==> config.mk <==
export PLATFORM = sky130hd
export DESIGN_NAME = decimal_string_to_uint_parser
export DESIGN_NICKNAME = d
export VERILOG_FILES = /design/src/hw/rtl/dsu_pkg.sv /design/src/hw/rtl/dsu_in_reg.sv /design/src/hw/rtl/dsu_core.sv /design/src/hw/rtl/dsu_out_reg.sv /design/src/hw/rtl/decimal_string_to_uint_parser.sv
export SDC_FILE = /design/constraint.sdc
export NUM_CORES = 1
export LEC_CHECK = 0
export BUFFER_PORTS_ARGS = -buffer_cell sky130_fd_sc_hd__buf_2
export CAP_MARGIN = 5
export CELL_PAD_IN_SITES_DETAIL_PLACEMENT = 1
export CELL_PAD_IN_SITES_GLOBAL_PLACEMENT = 2
export CORE_MARGIN = 1
export CORE_UTILIZATION = 35
export CTS_BUF_LIST = sky130_fd_sc_hd__clkbuf_8 sky130_fd_sc_hd__clkbuf_16
export DETAILED_ROUTE_END_ITERATION = 8
export PLACE_DENSITY_LB_ADDON = 0.08
export SLEW_MARGIN = 10
export SYNTH_ARGS = -nofsm -noshare
export SYNTH_HDL_FRONTEND = slang
export SYNTH_HIERARCHICAL = 1
export SYNTH_SLANG_ARGS = --single-unit
==> constraint.sdc <==
create_clock -name clk -period 5.4 [get_ports clk]
set_input_delay 0.54 -clock clk [delete_from_list [all_inputs] [get_ports clk]]
set_output_delay 0.54 -clock clk [all_outputs]
set_load 0.03 [all_outputs]
==> src/hw/rtl/dsu_pkg.sv <==
// Shared types and constants for the decimal string to unsigned integer parser.
`timescale 1ns / 1ps
`default_nettype none

package dsu_pkg;

  // Width of one text byte and of the result value port.
  localparam int CHAR_BITS = 8;
  localparam int NUM_BITS  = 32;

  // Default width of the internal accumulator.
  localparam int VALUE_BITS_DEFAULT = 32;

  // Character codes that the parser recognizes.
  localparam logic [CHAR_BITS-1:0] CH_NUL   = 8'h00;
  localparam logic [CHAR_BITS-1:0] CH_TAB   = 8'h09;
  localparam logic [CHAR_BITS-1:0] CH_SPACE = 8'h20;
  localparam logic [CHAR_BITS-1:0] CH_ZERO  = 8'h30;
  localparam logic [CHAR_BITS-1:0] CH_NINE  = 8'h39;

  // Bits that one decimal digit needs.
  localparam int DIGIT_BITS = 4;

  // Position of the parser within one string.
  typedef enum logic [1:0] {
    PH_LEAD   = 2'd0,
    PH_DIGITS = 2'd1,
    PH_TRAIL  = 2'd2
  } phase_t;

  // One finished result item.
  typedef struct packed {
    logic [NUM_BITS-1:0] number_value;
    logic                is_number;
    logic                converted;
  } result_t;

endpackage

`default_nettype wire

==> src/hw/rtl/dsu_in_reg.sv <==
// Input register stage that holds one text byte until the parser consumes it.
`timescale 1ns / 1ps
`default_nettype none

module dsu_in_reg (
  input  wire logic                          clk,
  input  wire logic                          rst,
  input  wire logic                          in_valid,
  output logic                               in_ready,
  input  wire logic [dsu_pkg::CHAR_BITS-1:0] ch,
  input  wire logic                          advance,
  output logic                               stage_valid,
  output logic      [dsu_pkg::CHAR_BITS-1:0] stage_ch
);

  // The stage can take a new item when it is empty or its item moves on now.
  assign in_ready = !stage_valid || advance;

  // Valid flag of the stage.
  always_ff @(posedge clk) begin
    if (rst) begin
      stage_valid <= 1'b0;
    end else if (in_ready) begin
      stage_valid <= in_valid;
    end
  end

  // Held byte.
  always_ff @(posedge clk) begin
    if (in_valid && in_ready) begin
      stage_ch <= ch;
    end
  end

endmodule

`default_nettype wire

==> src/hw/rtl/dsu_core.sv <==
// Parser state and the per-byte classification and accumulate logic.
`timescale 1ns / 1ps
`default_nettype none

module dsu_core #(
  parameter int VALUE_BITS = dsu_pkg::VALUE_BITS_DEFAULT
) (
  input  wire logic                          clk,
  input  wire logic                          rst,
  input  wire logic                          step,
  input  wire logic [dsu_pkg::CHAR_BITS-1:0] stage_ch,
  output logic                               is_nul,
  output dsu_pkg::result_t                   res
);

  localparam int WIDE_BITS = VALUE_BITS + dsu_pkg::DIGIT_BITS;

  dsu_pkg::phase_t         phase, phase_next;
  logic [VALUE_BITS-1:0]   accumulator, accumulator_next;
  logic                    bad_char_seen, bad_char_seen_next;
  logic                    overflow_seen, overflow_seen_next;

  logic                    is_blank;
  logic                    is_digit;
  logic [dsu_pkg::DIGIT_BITS-1:0] digit;
  logic [WIDE_BITS-1:0]    acc_wide;
  logic [WIDE_BITS-1:0]    product;
  logic                    product_ovf;
  logic                    num;
  logic                    conv;

  // Classify the byte.
  assign is_nul   = (stage_ch == dsu_pkg::CH_NUL);
  assign is_blank = (stage_ch == dsu_pkg::CH_SPACE) || (stage_ch == dsu_pkg::CH_TAB);
  assign is_digit = (stage_ch >= dsu_pkg::CH_ZERO) && (stage_ch <= dsu_pkg::CH_NINE);
  assign digit    = dsu_pkg::DIGIT_BITS'(stage_ch - dsu_pkg::CH_ZERO);

  // Times ten as shift and add; any carry into the top bits is an overflow.
  assign acc_wide    = WIDE_BITS'(accumulator);
  assign product     = (acc_wide << 3) + (acc_wide << 1) + WIDE_BITS'(digit);
  assign product_ovf = |product[WIDE_BITS-1:VALUE_BITS];

  // Next state.
  always_comb begin
    phase_next         = phase;
    accumulator_next   = accumulator;
    bad_char_seen_next = bad_char_seen;
    overflow_seen_next = overflow_seen;
    if (step) begin
      if (is_nul) begin
        phase_next         = dsu_pkg::PH_LEAD;
        accumulator_next   = '0;
        bad_char_seen_next = 1'b0;
        overflow_seen_next = 1'b0;
      end else if (is_blank) begin
        if (phase == dsu_pkg::PH_DIGITS) begin
          phase_next = dsu_pkg::PH_TRAIL;
        end
      end else if (is_digit) begin
        unique case (phase)
          dsu_pkg::PH_LEAD, dsu_pkg::PH_DIGITS: begin
            phase_next = dsu_pkg::PH_DIGITS;
            if (!bad_char_seen && !overflow_seen) begin
              if (product_ovf) begin
                overflow_seen_next = 1'b1;
              end else begin
                accumulator_next = product[VALUE_BITS-1:0];
              end
            end
          end
          default: begin
            // A digit after trailing blanks splits the number.
            bad_char_seen_next = 1'b1;
          end
        endcase
      end else begin
        bad_char_seen_next = 1'b1;
      end
    end
  end

  // Result of the string as it stands; taken only on the terminating byte.
  always_comb begin
    num                  = (phase != dsu_pkg::PH_LEAD) && !bad_char_seen;
    conv                 = num && !overflow_seen;
    res.is_number        = num;
    res.converted        = conv;
    res.number_value     = conv ? dsu_pkg::NUM_BITS'(accumulator) : '0;
  end

  // State registers.
  always_ff @(posedge clk) begin
    if (rst) begin
      phase         <= dsu_pkg::PH_LEAD;
      accumulator   <= '0;
      bad_char_seen <= 1'b0;
      overflow_seen <= 1'b0;
    end else begin
      phase         <= phase_next;
      accumulator   <= accumulator_next;
      bad_char_seen <= bad_char_seen_next;
      overflow_seen <= overflow_seen_next;
    end
  end

endmodule

`default_nettype wire

==> src/hw/rtl/dsu_out_reg.sv <==
// Result register that holds one finished item until the receiver takes it.
`timescale 1ns / 1ps
`default_nettype none

module dsu_out_reg (
  input  wire logic                         clk,
  input  wire logic                         rst,
  input  wire logic                         load,
  input  wire dsu_pkg::result_t             res,
  output logic                              space,
  output logic                              out_valid,
  input  wire logic                         out_ready,
  output logic      [dsu_pkg::NUM_BITS-1:0] number_value,
  output logic                              is_number,
  output logic                              converted
);

  dsu_pkg::result_t held;

  // The register can be loaded when empty or when its item leaves now.
  assign space = !out_valid || out_ready;

  // Valid flag.
  always_ff @(posedge clk) begin
    if (rst) begin
      out_valid <= 1'b0;
    end else if (space) begin
      out_valid <= load;
    end
  end

  // Held result.
  always_ff @(posedge clk) begin
    if (load && space) begin
      held <= res;
    end
  end

  assign number_value = held.number_value;
  assign is_number    = held.is_number;
  assign converted    = held.converted;

endmodule

`default_nettype wire

==> src/hw/rtl/decimal_string_to_uint_parser.sv <==
// Top level of the decimal string to unsigned integer parser.
// Usage:
//   The input channel (in_valid, in_ready, ch) carries one text byte per item.
//   Leading and trailing spaces and tabs are ignored; a NUL byte ends the
//   string and yields exactly one result item on the output channel
//   (out_valid, out_ready, number_value, is_number, converted). Other bytes
//   yield no result.
//   Throughput is one byte per cycle. A byte is registered on acceptance and
//   classified and accumulated in the following cycle, where the times-ten
//   step is a shift and add into a VALUE_BITS+4 bit adder.
//   After acceptance, a NUL passes from the input register to the result register, which raises out_valid.
//   When the receiver stalls, non-NUL bytes are still taken every cycle; a
//   NUL waits in the input register until the result register frees up, and
//   in_ready then drops for as long as the stall lasts.
//   Reset clears all parse state and both valid flags; the block is ready
//   for a new string in the first cycle after reset.
`timescale 1ns / 1ps
`default_nettype none

module decimal_string_to_uint_parser #(
  parameter int VALUE_BITS = dsu_pkg::VALUE_BITS_DEFAULT
) (
  input  wire logic                          clk,
  input  wire logic                          rst,
  input  wire logic                          in_valid,
  output logic                               in_ready,
  input  wire logic [dsu_pkg::CHAR_BITS-1:0] ch,
  output logic                               out_valid,
  input  wire logic                          out_ready,
  output logic      [dsu_pkg::NUM_BITS-1:0]  number_value,
  output logic                               is_number,
  output logic                               converted
);

  logic                          stage_valid;
  logic [dsu_pkg::CHAR_BITS-1:0] stage_ch;
  logic                          is_nul;
  logic                          space;
  logic                          advance;
  dsu_pkg::result_t              res;

  // A held byte moves on unless it is a NUL facing a full result register.
  assign advance = stage_valid && (!is_nul || space);

  dsu_in_reg u_in_reg (
    .clk         (clk),
    .rst         (rst),
    .in_valid    (in_valid),
    .in_ready    (in_ready),
    .ch          (ch),
    .advance     (advance),
    .stage_valid (stage_valid),
    .stage_ch    (stage_ch)
  );

  dsu_core #(
    .VALUE_BITS (VALUE_BITS)
  ) u_core (
    .clk      (clk),
    .rst      (rst),
    .step     (advance),
    .stage_ch (stage_ch),
    .is_nul   (is_nul),
    .res      (res)
  );

  dsu_out_reg u_out_reg (
    .clk          (clk),
    .rst          (rst),
    .load         (advance && is_nul),
    .res          (res),
    .space        (space),
    .out_valid    (out_valid),
    .out_ready    (out_ready),
    .number_value (number_value),
    .is_number    (is_number),
    .converted    (converted)
  );

  // A converted result is always a number.
  a_conv_is_number: assert property (@(posedge clk) disable iff (rst)
    out_valid && converted |-> is_number)
    else $error("converted result that is not a number");

  // A result that did not convert carries a zero value.
  a_zero_value: assert property (@(posedge clk) disable iff (rst)
    out_valid && !converted |-> number_value == '0)
    else $error("nonzero value on unconverted result");

  // A NUL that moves on shows up as a result in the next cycle.
  a_nul_result: assert property (@(posedge clk) disable iff (rst)
    advance && is_nul |=> out_valid)
    else $error("terminating byte produced no result");

  // A byte other than NUL never holds up the input.
  a_no_stall: assert property (@(posedge clk) disable iff (rst)
    stage_valid && !is_nul |-> in_ready)
    else $error("input stalled behind a non-terminating byte");

endmodule

`default_nettype wire

==> Yosys cells after proc, flatten, opt, wreduce, memory -nomap -nowiden <==
Cells that the tools add are included.
{ "totals": {"regBits": 80, "in_bits": 12, "out_inout_bits": 36, "wordCells": 75} }
{ "op_classes": {"add_sub_neg": 3, "magnitude_cmp": 2, "eq_ne": 7, "muxes": 21, "reduce_logical": 32} }
{ "ops": {"columns": ["op", "n"], "rows": [
  ["2-to-1 mux 32 bit", 6],
  ["adder 35 x 33 -> 36 bit", 1],
  ["adder 36 x 4 -> 36 bit", 1],
  ["AND reduction 6 bit", 2],
  ["2-to-1 mux 1 bit", 10],
  ["2-to-1 mux 2 bit", 5],
  ["nonzero test 2 bit", 5],
  ["== test 8 x 4 -> 1 bit (second input constant)", 1],
  ["== test 8 x 6 -> 1 bit (second input constant)", 1],
  [">= comparator 8 x 6 -> 1 bit (second input constant)", 1],
  ["<= comparator 8 x 6 -> 1 bit (second input constant)", 1],
  ["logical AND 1 bit", 8],
  ["zero test 8 bit", 1],
  ["inequality test 3 bit (second input constant)", 2],
  ["nonzero test 3 bit", 2],
  ["zero test 1 bit", 5],
  ["logical OR 1 bit", 4],
  ["inequality test 2 bit (second input constant)", 2],
  ["AND reduction 4 bit", 1],
  ["OR reduction 4 bit", 1],
  ["subtractor 4 x 1 -> 4 bit (second input constant)", 1],
  ["AND reduction 3 bit", 1],
  ["== test 2 x 1 -> 1 bit (second input constant)", 1],
  ["zero test 2 bit", 1],
  ["OR reduction 2 bit", 1]
]} }

==> Longest topological paths before layout <==
Gate-level depths: netlist (run 1).
{ "logic_depth": {"word_depth": 9, "depth_mapped": 14, "depth_no_buf": 13} }

==> Cells and area by module <==
Netlist (run 1), hierarchy kept.
{ "by_module_without_submodules": {"columns": ["module", "n_inst", "cells_each", "area_per_inst_um2", "seq_area_each_um2"], "rows": [
  ["dsu_core", 1, 454, 3702.3, 720.7],
  ["dsu_out_reg", 1, 39, 1076.0, 1041.0],
  ["dsu_in_reg", 1, 13, 295.3, 260.2],
  ["decimal_string_to_uint_parser", 1, 3, 18.8, 0.0]
]} }

==> Least setup slack after synthesis (run 1) <==
No wires, ideal clock.
{ "synth_path": {"path_type": "register to register", "startpoint": "register u_in_reg/stage_ch[3] (netlist name)", "endpoint": "register u_core.accumulator[29]", "setup_time_ns": 0.070, "arrival_ns": 3.450, "required_time_ns": 5.330, "setup_slack_ns": 1.880, "stages_incl_launch_ff": 14, "path_buffers": 0, "period_less_slack_ns": 3.520, "cell_sequence": "edfxtp_1 inv_1 fa_1 inv_1 ha_1 a211oi_1 o211ai_1 a21oi_1 o31a_1 a221oi_2 o211ai_1 or3_4 or4_1 a21oi_1"} }
{ "synth_between": {"elab_chain_len": 8, "elab_cells_between_ends": 25, "classes_between": "2 x add/sub; 2 x order compare; 4 x eq/ne; 6 x mux; 11 x reduce/logical"} }
{ "synth_rtl": {"columns": ["element", "line_no", "rtl"], "rows": [
  ["from (decl)", "dsu_in_reg.sv:13", "output logic [dsu_pkg::CHAR_BITS-1:0] stage_ch"],
  ["from (signal assigned)", "dsu_in_reg.sv:31", "stage_ch <= ch;"],
  ["subtractor 4 x 1 -> 4 bit", "dsu_core.sv:36", "assign digit = dsu_pkg::DIGIT_BITS'(stage_ch - dsu_pkg::CH_ZERO);"],
  ["adder 36 x 4 -> 36 bit", "dsu_core.sv:40", "assign product = (acc_wide << 3) + (acc_wide << 1) + WIDE_BITS'(digit);"],
  ["2-to-1 mux 32 bit", "dsu_core.sv:64", "if (product_ovf) begin"],
  ["2-to-1 mux 32 bit", "dsu_core.sv:63", "if (!bad_char_seen && !overflow_seen) begin"],
  ["2-to-1 mux 32 bit", "dsu_core.sv:60", "unique case (phase)"],
  ["2-to-1 mux 32 bit", "dsu_core.sv:59", "end else if (is_digit) begin"],
  ["2-to-1 mux 32 bit", "dsu_core.sv:55", "end else if (is_blank) begin"],
  ["2-to-1 mux 32 bit", "dsu_core.sv:50", "if (is_nul) begin"],
  ["to (signal assigned)", "dsu_core.sv:100", "accumulator <= accumulator_next;"],
  ["to (decl)", "dsu_core.sv:19", "logic [VALUE_BITS-1:0] accumulator, accumulator_next;"]
]} }
Parallel ways exist; a longest one is shown, timed or not. The select of a mux whose other input is x is not followed.
A chain may end at the register's enable or synchronous reset.

==> Worst setup path after layout (run 1) <==
{ "layout_path": {"startpoint": "register u_in_reg/stage_ch[3] (netlist name)", "endpoint": "register u_core.accumulator[2]"} }
{ "layout_between": {"elab_chain_len": 5, "elab_cells_between_ends": 20, "classes_between": "2 x add/sub; 2 x order compare; 4 x eq/ne; 1 x mux; 11 x reduce/logical"} }
{ "layout_rtl": {"columns": ["element", "line_no"], "rows": [
  ["subtractor 4 x 1 -> 4 bit or zero test 8 bit (tied branches)", "dsu_core.sv:36, dsu_core.sv:33"],
  ["adder 36 x 4 -> 36 bit or zero test 1 bit (tied branches)", "dsu_core.sv:40, decimal_string_to_uint_parser.sv:43"],
  ["OR reduction 4 bit or logical OR 1 bit (tied branches)", "dsu_core.sv:41, decimal_string_to_uint_parser.sv:43"],
  ["inequality test 2 bit (no line) or logical AND 1 bit (tied branches)", null],
  ["AND reduction 6 bit (no line)", null]
]} }
Parallel ways exist; a longest one is shown, timed or not.

==> reports/metrics.yaml, run 1 <==
outcome:
  status: "complete, no violations"
global_route:
  grt-ovfl-total: 0
  grt_antenna_before_repair: 0
  grt.total_usage: 0.1802
  grt_max_degree: 35
  grt_pass1_vias: 4086
  grt_pass1_wl_microns: 20720
clock_tree:
  cts_tree: "done"
  htreeDepth: 3
  ctsResizeCount: 0
  path_clk_slew_ns: 0.06
  root_buffer: "clkbuf_16"
  clk_latency_ns: 0.34
  cts.path.max_buffers: 2
  cts_setup_buffers: 0
  cts_buffers: 9
  ctsHoldBuffers: 0
  clock_sinks: 80
yosys:
  yosys.area_share.simple: 0.1563
  synthCells: 509
  yosys_register_bits: 80
  ys_warn_count: 6
  ys_types: 61
  synth_top_family_by_area: "compound AO/OA/AOI/OAI gates"
  yosys.area_share.adder: 0.1627
  synthMuxAreaShare: 0
  synth-compound-area-share: 0.1953
  yosys_most_used_dff: "edfxtp_1"
  syn_avg_cell_area_sq_um: 10.00
  syn_area_sq_um: 5092
  syn_nets: 586
  synth_xor_xnor_area_share: 0.05160
  synth_edf_count: 42
  async_flop_share: 0
  seq_area_frac_synth: 0.3971
drt:
  wl_met1_microns: 6156
  first_pass_iters: 4
  route.vias.total: 3942
  wl_microns: 12500
  first_iter_violations: 170
  wl_met2_microns: 5837
  route.detailed.drc: 0
  ant_nets: 0
  dr_wl_met3_microns: 313
  vias_per_cell: 5.371
  wl_per_cell_microns: 17.03
  top_layer_used: "met4"
critical_path:
  cp_max_fo: 17
  critPathLaunch: "u_in_reg/stage_ch[3]"
  cp-start-kind: "flip-flop"
  critPathRequiredTime_ns: 5.68
  cp.arrival_ns: 4.51
  cp-end-kind: "flip-flop"
  path_class: "reg2reg"
  timing.rr.start: "u_in_reg/stage_ch[3]"
finish:
  fin_nets: 627
  fillers: 1580
  layoutNonFillerInstCount: 734
  areaGrowthSynthToFinish_pct: 13.22
  drive_above_1_share: 0.1534
  final_common_cell: "ha_1"
  fin_util: 0.4106
  final_cell_mix: "ha_1, buf_2, edfxtp_1, a21oi_1, dfxtp_1"
  n_antenna_cell: 0
sta:
  fmax_ghz: 0.2365
  fin_crit_ns: 4.228
  final-hold-violation-count: 0
  finalSetupViolCount: 0
  clock_skew_ns: 0.009982
  period_share: 0.7830
  hold_slack_ns: 0.3716
  max_slew.worst_pin.slew_ns: 0.8806
  relSlewSlack: 0.4098
  slew_viol_final: 0
  setup_tns_ns: 0
  rsz0062_at_grt: "false"
floorplan:
  die_y_microns: 122.6
  core_area_sq_um: 14040
  die-area_sq_um: 15040
  ios: 48
  initial_core_util: 0.3626
  dieWidth_microns: 122.6
  rows: 43
placed_design:
  dp_hpwl_microns: 9589
  port-buffer-count: 47
  dpl.cell_count: 719
  place_congestion: 0.7808
hold_path:
  min_from: "ch[1]"
  hold_class: "in2reg"
power:
  power.density_nw_per_um2: 210.9
  peakVddDrop_mv: 0.1261
  total_power_mw: 1.216
  power.leakage_nw: 2.506
run:
  drv_cap: 0
## routing by layer
metal | up-vias | global-route usage
li1 | 1973 | -
met1 | 1899 | 0.2402
met2 | 58 | 0.2925
met3 | 12 | 0.02881
met4 | 0 | 0.06631
met5 | - | 0
## synth_stat cells (all sizes together) (10+ instances only)
| cell type | instances | area share |
|---|---|---|
| a21oi | 42 | 0.043 |
| inv | 22 | 0.016 |
| dfxtp | 38 | 0.15 |
| xnor2 | 19 | 0.033 |
| buf | 13 | 0.014 |
| nand4 | 10 | 0.015 |
| o21ai | 25 | 0.025 |
| nor2 | 23 | 0.017 |
| xor2 | 11 | 0.019 |
| and2 | 33 | 0.042 |
| edfxtp | 42 | 0.25 |
| nand2 | 34 | 0.025 |
| ha | 63 | 0.15 |
| a22o | 31 | 0.053 |
## stage by stage
step           setup slack (ns)  area, sq um
2_1_floorplan             1.880         5092
3_3_place_gp              1.259         5510
3_5_place_dp              1.093         5510
4_1_cts                   1.119         5766
5_1_grt                  0.8810         5766
6_report                  1.172         5766
## kinds of logic (layout without fill, tap and decap cells)
group,count (synthesis),in the layout
buf+inv,44,89
simple gates,144,144
fa+ha+maj,65,65
xor+xnor,30,30
flops,80,80
compound gates,146,146
## final cells by class
class	count	area (sq um)	share of cell area
repair buffers	52	272.8	0.04731
flip-flops and latches	80	2022	0.3507
well taps	180	225.2	0.03906
clock buffers	9	225.2	0.03906
multi-input cells	385	2908	0.5043
clock inverters	6	30.03	0.005208
inverters	22	82.58	0.01432
## worst max-delay path, stage by stage, from the launching register on
cell	delay, ns
edfxtp_1	0.39
inv_1	0.10
fa_1	0.53
fa_1	0.47
nand2b_1	0.19
a21oi_1	0.17
o21ai_0	0.20
a2bb2oi_1	0.38
a31oi_1	0.18
xnor2_1	0.23
nor4_1	0.13
a211oi_4	0.64
buf_4	0.37
a22o_1	0.18
## sequential cells by signal (all words and copies together), names as in the netlist
name,flops
u_core/accumulator,32
u_core/bad_char_seen,1
u_core/overflow_seen,1
u_core/phase,2
u_in_reg/stage_ch,8
u_in_reg/stage_valid,1
u_out_reg/converted,1
u_out_reg/is_number,1
u_out_reg/number_value,32
u_out_reg/out_valid,1
## power breakdown
part	switching, mW	internal, mW	total [mW]	leakage (nW)
combinational	0.0205	0.0125	0.0330	1.68
sequential	0.00442	0.641	0.646	0.694
clock	0.235	0.302	0.537	0.133
## path summary, 6_finish.rpt
check | depth (start not counted) | slack [ns] | end
worst min-delay path | 1 | 0.37 | u_in_reg/stage_ch[1]
worst max-delay path | 13 | 1.17 | u_core/accumulator[2]
worst max register to register | 13 | 1.17 | u_core/accumulator[2]
worst min register to register | 2 | 0.51 | u_out_reg/out_valid
Power figures use the tool's default switching activity.
==> run 2, diff against run 1 <==
==> constraint.sdc (replaced) <==
create_clock -name clk -period 4 [get_ports clk]
set_input_delay 0.4 -clock clk [delete_from_list [all_inputs] [get_ports clk]]
set_output_delay 0.4 -clock clk [all_outputs]
set_load 0.03 [all_outputs]
==> reports/metrics.yaml, run 2 (synthesized netlist as in run 1, its figures left out) <==
floorplan:
  die_y_microns: 122.6
  core_area_sq_um: 14040
  rows: 43
  die-area_sq_um: 15040
  dieWidth_microns: 122.6
  initial_core_util: 0.3626
  ios: 48
critical_path:
  cp_max_fo: 8
  critPathRequiredTime_ns: 4.29
  cp-end-kind: "flip-flop"
  path_class: "reg2reg"
  cp-start-kind: "flip-flop"
  cp.arrival_ns: 4.17
global_route:
  grt_antenna_before_repair: 0
  grt_max_degree: 35
  grt.total_usage: 0.1794
  grt_pass1_vias: 4189
  grt_pass1_wl_microns: 20770
  grt-ovfl-total: 0
clock_tree:
  root_buffer: "clkbuf_16"
  clk_latency_ns: 0.35
  cts_buffers: 9
  cts.path.max_buffers: 2
  cts_tree: "done"
  path_clk_slew_ns: 0.06
  clock_sinks: 80
  htreeDepth: 3
  ctsHoldBuffers: 0
sta:
  period_share: 0.9704
  slew_viol_final: 0
  final-hold-violation-count: 0
  relSlewSlack: 0.3059
  fin_crit_ns: 3.881
  setup_tns_ns: 0
  finalSetupViolCount: 0
  fmax_ghz: 0.2576
  setup_ws_ns: 0.1186
  clock_skew_ns: 0.009679
  max_slew.worst_pin.slew_ns: 1.036
finish:
  drive_above_1_share: 0.1770
  finish.instance_area_sq_um: 5964
  areaGrowthSynthToFinish_pct: 17.13
  fillers: 1594
  n_antenna_cell: 0
  fin_nets: 637
  layoutNonFillerInstCount: 745
  final_common_cell: "ha_1"
  final_cell_mix: "ha_1, buf_2, edfxtp_1, a21oi_1, dfxtp_1"
drt:
  wl_per_cell_microns: 16.94
  first_iter_violations: 113
  wl_microns: 12620
  vias_per_cell: 5.362
  ant_nets: 0
  route.detailed.drc: 0
  route.vias.total: 3995
  first_pass_iters: 5
placed_design:
  dpl.cell_count: 724
  dp_hpwl_microns: 9336
  pre_cts_ws_ns: 0.06816
  dpl-instance-area_sq_um: 5560
  place_congestion: 0.7652
  port-buffer-count: 47
hold_path:
  hold_class: "in2reg"
power:
  peakVddDrop_mv: 0.1504
  total_power_mw: 1.862
  power.leakage_nw: 2.610
  power.density_nw_per_um2: 312.2
run:
  drv_cap: 0
outcome:
  status: "complete, no violations"
run 2: path summary, 6_finish.rpt:
path / from / cells after the start / slack (ns) / to
worst min-delay path: ch[0] / 1 / 0.23 / u_in_reg/stage_ch[0]
worst min register to register: u_core/accumulator[2] / 1 / 0.50 / u_core/accumulator[2]
worst max-delay path: u_in_reg/stage_ch[3] / 14 / 0.12 / u_core/accumulator[12]
worst max register to register: u_in_reg/stage_ch[3] / 14 / 0.12 / u_core/accumulator[12]
run 2: metrics by stage:
stage	util	hold WS [ns]
3_3_place_gp	0.3960	0.4812
6_report	0.4248	0.2269
3_5_place_dp	0.3960	0.5008
4_1_cts	0.4202	0.2120
5_1_grt	0.4248	0.2168
2_1_floorplan	-	0.4624
run 2: routing by layer:
layer | part of all wire | global-route usage | vias to the layer above
met5 | 0 | 0 | -
li1 | - | - | 1994
met3 | 0.022 | 0.03857 | 11
met4 | 0.014 | 0.05869 | 0
met2 | 0.47 | 0.2921 | 41
met1 | 0.49 | 0.2350 | 1949
run 2: cell type report:
class                      count  area [sq um]  area share
clock buffer                  10         239.0     0.04007
clock inverter                 6         101.3     0.01699
inverter                      22         82.58     0.01385
multi-input combinational    385          2925      0.4905
sequential                    80          2023      0.3392
tap                          180         225.2     0.03776
timing repair buffer          62         367.9     0.06167
run 2: timing repair:
action	CTS	global route
setup buffers	0	3
gates resized for setup	0	12
setup endpoints to repair	0	32
run 2: report_power, final:
part           internal (mW)  switching, mW  leakage [nW]
Sequential             0.865        0.00617         0.694
Combinational         0.0186         0.0277          1.74
Clock                  0.620          0.324         0.176
Total                   1.50          0.358          2.61
run 2: critical path: stages (launching register included):
cell	delay, ns
edfxtp_1	0.43
inv_1	0.11
fa_1	0.47
fa_1	0.49
nand2b_1	0.19
a21oi_2	0.19
o21ai_2	0.13
a22oi_1	0.28
a21oi_1	0.17
xnor2_1	0.17
or3_4	0.43
nor4_4	0.28
buf_4	0.18
buf_4	0.17
a22o_1	0.13
